### src/design/amdf_pkg.sv
// Package: widths, register indexes, reset values, controller states and command/status types
package amdf_pkg;

    localparam int MAX_LAG_DEF     = 512;
    localparam int SAMPLE_BITS_DEF = 16;
    localparam int MEDIAN_TAPS     = 3;
    localparam int FREQ_W          = 22;
    localparam int PERIOD_W        = 10;
    localparam int RATE_W          = 18;
    localparam int MINP_W          = 9;
    localparam int MAXP_W          = 10;
    localparam int CFG_W           = 18;
    localparam int CFG_IDX_W       = 2;

    localparam logic [CFG_IDX_W-1:0] REG_SAMPLE_RATE = 2'd0;
    localparam logic [CFG_IDX_W-1:0] REG_MIN_PERIOD  = 2'd1;
    localparam logic [CFG_IDX_W-1:0] REG_MAX_PERIOD  = 2'd2;

    localparam logic [RATE_W-1:0] RATE_RST = 18'd48000;
    localparam logic [MINP_W-1:0] MINP_RST = 9'd96;
    localparam logic [MAXP_W-1:0] MAXP_RST = 10'd240;

    typedef enum logic [4:0] {
        S_IDLE,
        S_AMDF_RUN,
        S_AMDF_DRAIN,
        S_AMDF_CMP,
        S_SLIDE_RUN,
        S_SLIDE_DRAIN,
        S_MEDIAN,
        S_RMS_INIT,
        S_RMS_RUN,
        S_RMS_DRAIN,
        S_LOAD_SQ,
        S_DIV_SQ,
        S_SQRT_LOAD,
        S_SQRT,
        S_LOAD_FQ,
        S_DIV_FQ,
        S_EMIT,
        S_EMIT_BAD
    } t_state;

    typedef struct packed {
        logic accept;
        logic amdf_issue;
        logic amdf_cmp;
        logic slide_issue;
        logic median;
        logic rms_init;
        logic rms_issue;
        logic div_load_sq;
        logic div_load_fq;
        logic div_step;
        logic sqrt_load;
        logic sqrt_step;
        logic emit;
        logic emit_bad;
    } t_cmd;

    typedef struct packed {
        logic cfg_bad;
        logic win_full;
        logic pos_last;
        logic lag_last;
        logic q_last;
        logic per_zero;
        logic cnt_last;
        logic div_last;
        logic sqrt_last;
        logic out_free;
    } t_status;

endpackage

### src/design/amdf_ctrl.sv
// Controller: sequences the lag search, slide, median, level and frequency steps
module amdf_ctrl (
    input  logic              i_clk,
    input  logic              i_rst_n,
    input  logic              i_in_valid,
    input  amdf_pkg::t_status i_status,
    output logic              o_in_ready,
    output amdf_pkg::t_cmd    o_cmd
);
    import amdf_pkg::*;

    t_state r_state, n_state;

    always_ff @(posedge i_clk) begin
        if (!i_rst_n) begin
            r_state <= S_IDLE;
        end else begin
            r_state <= n_state;
        end
    end

    always_comb begin
        n_state    = r_state;
        o_cmd      = '0;
        o_in_ready = 1'b0;
        case (r_state)
            S_IDLE: begin
                o_in_ready = 1'b1;
                if (i_in_valid) begin
                    o_cmd.accept = 1'b1;
                    if (i_status.cfg_bad) begin
                        n_state = S_EMIT_BAD;
                    end else if (i_status.win_full) begin
                        n_state = S_AMDF_RUN;
                    end else begin
                        n_state = S_RMS_INIT;
                    end
                end
            end
            S_AMDF_RUN: begin
                o_cmd.amdf_issue = 1'b1;
                if (i_status.pos_last) begin
                    n_state = S_AMDF_DRAIN;
                end
            end
            S_AMDF_DRAIN: begin
                n_state = S_AMDF_CMP;
            end
            S_AMDF_CMP: begin
                o_cmd.amdf_cmp = 1'b1;
                n_state = i_status.lag_last ? S_SLIDE_RUN : S_AMDF_RUN;
            end
            S_SLIDE_RUN: begin
                o_cmd.slide_issue = 1'b1;
                if (i_status.q_last) begin
                    n_state = S_SLIDE_DRAIN;
                end
            end
            S_SLIDE_DRAIN: begin
                n_state = S_MEDIAN;
            end
            S_MEDIAN: begin
                o_cmd.median = 1'b1;
                n_state = S_RMS_INIT;
            end
            S_RMS_INIT: begin
                o_cmd.rms_init = 1'b1;
                n_state = i_status.per_zero ? S_EMIT : S_RMS_RUN;
            end
            S_RMS_RUN: begin
                o_cmd.rms_issue = 1'b1;
                if (i_status.cnt_last) begin
                    n_state = S_RMS_DRAIN;
                end
            end
            S_RMS_DRAIN: begin
                n_state = S_LOAD_SQ;
            end
            S_LOAD_SQ: begin
                o_cmd.div_load_sq = 1'b1;
                n_state = S_DIV_SQ;
            end
            S_DIV_SQ: begin
                o_cmd.div_step = 1'b1;
                if (i_status.div_last) begin
                    n_state = S_SQRT_LOAD;
                end
            end
            S_SQRT_LOAD: begin
                o_cmd.sqrt_load = 1'b1;
                n_state = S_SQRT;
            end
            S_SQRT: begin
                o_cmd.sqrt_step = 1'b1;
                if (i_status.sqrt_last) begin
                    n_state = S_LOAD_FQ;
                end
            end
            S_LOAD_FQ: begin
                o_cmd.div_load_fq = 1'b1;
                n_state = S_DIV_FQ;
            end
            S_DIV_FQ: begin
                o_cmd.div_step = 1'b1;
                if (i_status.div_last) begin
                    n_state = S_EMIT;
                end
            end
            S_EMIT: begin
                // hold the result until the output register is free
                if (i_status.out_free) begin
                    o_cmd.emit = 1'b1;
                    n_state = S_IDLE;
                end
            end
            S_EMIT_BAD: begin
                if (i_status.out_free) begin
                    o_cmd.emit_bad = 1'b1;
                    n_state = S_IDLE;
                end
            end
            default: begin
                n_state = S_IDLE;
            end
        endcase
    end

endmodule

### config.mk
export PLATFORM = sky130hd
export DESIGN_NAME = amdf_ctrl
export DESIGN_NICKNAME = d
export VERILOG_FILES = /design/src/design/amdf_pkg.sv /design/src/design/amdf_ctrl.sv
export SDC_FILE = /design/constraint.sdc
export NUM_CORES = 1
export LEC_CHECK = 0
export ABC_AREA = 0
export BUFFER_PORTS_ARGS = -buffer_cell sky130_fd_sc_hd__buf_4
export CORE_AREA = 2 2 39 41
export DETAILED_ROUTE_END_ITERATION = 7
export DIE_AREA = 0 0 41 43
export GPL_ROUTABILITY_DRIVEN = 0
export MAX_ROUTING_LAYER = met4
export PLACE_DENSITY = 0.75
export SYNTH_ARGS = -nofsm -noshare
export SYNTH_HDL_FRONTEND = slang
export SYNTH_SLANG_ARGS = --single-unit
### constraint.sdc
create_clock -name i_clk -period 2.1 [get_ports i_clk]
set_input_delay 0.42 -clock i_clk [delete_from_list [all_inputs] [get_ports i_clk]]
set_output_delay 0.42 -clock i_clk [all_outputs]
set_load 0.01 [all_outputs]
==> impl_metrics.yaml <==
synthesis:
  synth_top_family_by_area: "simple AND/OR/NAND/NOR gates"
  synthXorXnorAreaFrac: 0
  syn_nets: 91
  avgSynthCellArea_um2: 6.66
  synth_ff_type: "dfxtp_1"
  synth.cell_area_um2: 519
  muxShareOfSynthArea: 0.0386
  synth_top_area_cell: "dfxtp_1"
  synthTopCellsByCount: "nor2_1, nand2_1, dfxtp_1, nor3_1"
  synth_enable_flop_cells: 0
  synth.distinct_cells: 28
  seq_area_frac_synth: 0.193
  ys_seq_elements: 5
  synth_compound_area_frac: 0.190
  synth.most_common_cell: "nor2_1"
  synth_area_leaders: "dfxtp_1, nor2_1, nand2_1"
  synth_top_area_frac: 0.193
  synth_fa_ha_area_frac: 0
  synthCells: 78
  synth-async-reset-ratio: 0
  yosys.area_share.simple: 0.525
  yosys_warnings: 0
cts:
  insertion_delay_ps: 240
  clkSinkCount: 5
  cts-root-buf: "clkbuf_4"
  path_clk_slew_ps: 40
  postCtsSetupBuffers: 0
  numCtsBuffers: 3
  cts_max_level: 1
  cts_tree: "done"
  clock_tree.buffer_depth: 2
detailed_routing:
  finalWirelength_um: 1510
  drtPass1Iterations: 5
  route.detailed.drc: 0
  drt_iter0_markers: 8
  ant_nets: 0
  wire_per_inst_um: 12.4
  routed_via_density: 5.31
  route.vias.total: 648
min_path:
  min_path_cells: 3
  min_path_type: "in -> reg"
  hold_path_end: "r_state[1]"
  min_from: "i_rst_n"
power:
  p_leak_uw: 0.000336
  pwr-share-seq: 0.216
  p_comb_frac: 0.655
  swShare: 0.455
  p_int_uw: 473
  ir_worst_vdd_uv: 576
  p_switching_uw: 395
  p_clk_frac: 0.128
  powerDensity_mw_per_mm2: 1130
run_status:
  status: "finished, final reports clean"
final_layout:
  seq_area_um2: 100
  fillCellCount: 145
  multi_input_area_um2: 399
  largest_reg_flops: 5
  largest_registers: "r_state: 5 flops"
  drive_above_1_share: 0.358
  areaGrowthSynthToFinish_pct: 48.4
  instances_no_fill: 122
  finalNetCount: 120
  regMostFlops: "r_state"
  diodes: 0
sta:
  max_slew_margin: 0.727
  worst_pin_slew_ps: 409
  finalClockSkew_ps: 2.67
  period_share: 0.953
  rsz0062_at_grt: "false"
  slew_viol_final: 0
  hold_viol: 0
  finalSetupTns_ps: 0
  min_period_ps: 2000
  max_freq_ghz: 0.500
  final-setup-viol-count: 0
setup_path:
  reg2reg_slack_ps: 320
  critical_path.cell_chain: "or3_4 > nor2_1 > and2_1 > buf_4"
  critPathLaunchType: "flip-flop"
  path_class: "reg -> out"
  path_buf_inv: 1
  end_kind: "primary output"
  critPathMaxFanout: 14
  cpMaxStageDelayCell: "or3_4"
  max_stage_delay_ps: 450
  cp_data_arrival_time_ps: 1580
  crit_family: "simple AND/OR/NAND/NOR gates"
  reg2reg_depth: 5
  crit_required_ps: 1680
  crit_path_start: "r_state[0]"
  reg2reg_to: "r_state[2]"
  r2r-start: "r_state[0]"
floorplanning:
  fp-row-count: 14
  core_region_area_mm2: 0.00138
  start_util: 0.375
  fp.dieArea_mm2: 0.00176
  die_w_um: 41
  boundaryPins: 28
  fp.dieH_um: 43
global_route:
  track_usage: 0.213
  grt_overflow: 0
  grt_pass1_vias: 599
  antenna_found_initial: 0
  grt_pass1_wl_um: 2540
  grt_max_degree: 15
placed_design:
  dpl.hpwl_um: 1130
  io_buffers: 27
  dp.cells: 118
run:
  cap_violations: 0
-- tightest hold or removal path, stage by stage --
cell and delay [ps]:
buf_4 120, nand2_1 50, o21ai_1 60
-- layout make-up --
cell class | count | area share
Sequential cell | 5 | 0.130
Clock buffer | 4 | 0.0341
Multi-Input combinational cell | 67 | 0.518
Tap cell | 16 | 0.0260
Timing Repair Buffer | 30 | 0.292
-- through the flow --
step	hold slack, ps	power (uW)	area [um^2]	util	setup WS, ps
2_1_floorplan	535	563	519	-	438
3_3_place_gp	614	732	737	0.533	258
3_5_place_dp	635	743	737	0.533	270
4_1_cts	431	861	768	0.555	87.4
5_1_grt	447	945	771	0.557	0.224
6_report	434	868	771	0.557	98.2
-- how the worst max path moves through the flow --
stage          depth (start not counted)         to  slack, ps
6_report                               4  o_cmd[13]        100
5_1_grt                                4  o_cmd[13]        0.2
4_1_cts                                4   o_cmd[0]         90
3_5_place_dp                           4   o_cmd[0]        270
3_3_place_gp                           4   o_cmd[0]        260
2_1_floorplan                          4  o_cmd[13]        440
-- per-layer routing --
| metal | track usage | vias up | wire length (um) |
|---|---|---|---|
| li1 | - | 328 | - |
| met1 | 0.251 | 287 | 622 |
| met2 | 0.319 | 31 | 737 |
| met3 | 0.0366 | 2 | 123 |
| met4 | 0.133 | 0 | 23 |
| met5 | - | - | 0 |
-- cells by family (layout without fill, tap and decap cells) --
kind of cell | count (synthesis) | in the layout
AOI/OAI and AO/OA | 12 | 12
buffers and inverters | 6 | 34
DFF | 5 | 5
muxes | 2 | 2
and+or+nand+nor | 53 | 53
-- placed cells by master, fill, tap and decap left out --
| master | n |
|---|---|
| buf_4 | 30 |
| nor2_1 | 17 |
| nand2_1 | 11 |
| nor3_1 | 5 |
| dfxtp_1 | 5 |
| nand2b_1 | 4 |
| o21ai_0 | 3 |
| clkbuf_4 | 3 |
| nand3b_1 | 2 |
| and2_1 | 2 |
| nor2b_1 | 2 |
| o21ai_1 | 2 |
| mux2i_1 | 2 |
| or3b_1 | 1 |
| or3_4 | 1 |
| or2_4 | 1 |
| nor3b_2 | 1 |
| and3_1 | 1 |
| nor3b_1 | 1 |
| a2111oi_1 | 1 |
| a211oi_1 | 1 |
| nor3_2 | 1 |
| o31ai_4 | 1 |
| o31ai_1 | 1 |
| nand3_1 | 1 |
| or2_1 | 1 |
| a32o_1 | 1 |
| nor4b_1 | 1 |
| a31oi_1 | 1 |
| o221a_1 | 1 |
| clkbuf_1 | 1 |
-- power groups by stage --
stage	clock network, uW	logic [uW]	registers (uW)
after global placement	0	545	187
after floorplan	0	421	142
after global routing	123	625	196
after detailed placement	0	556	187
final	111	569	188
after CTS	112	563	186
-- timing repair --
item / in CTS / in global routing
resized for setup: 1 / 1
hold buffers: 0 / 0
endpoints found under the setup margin: 1 / 3
Power figures use the tool's default switching activity.
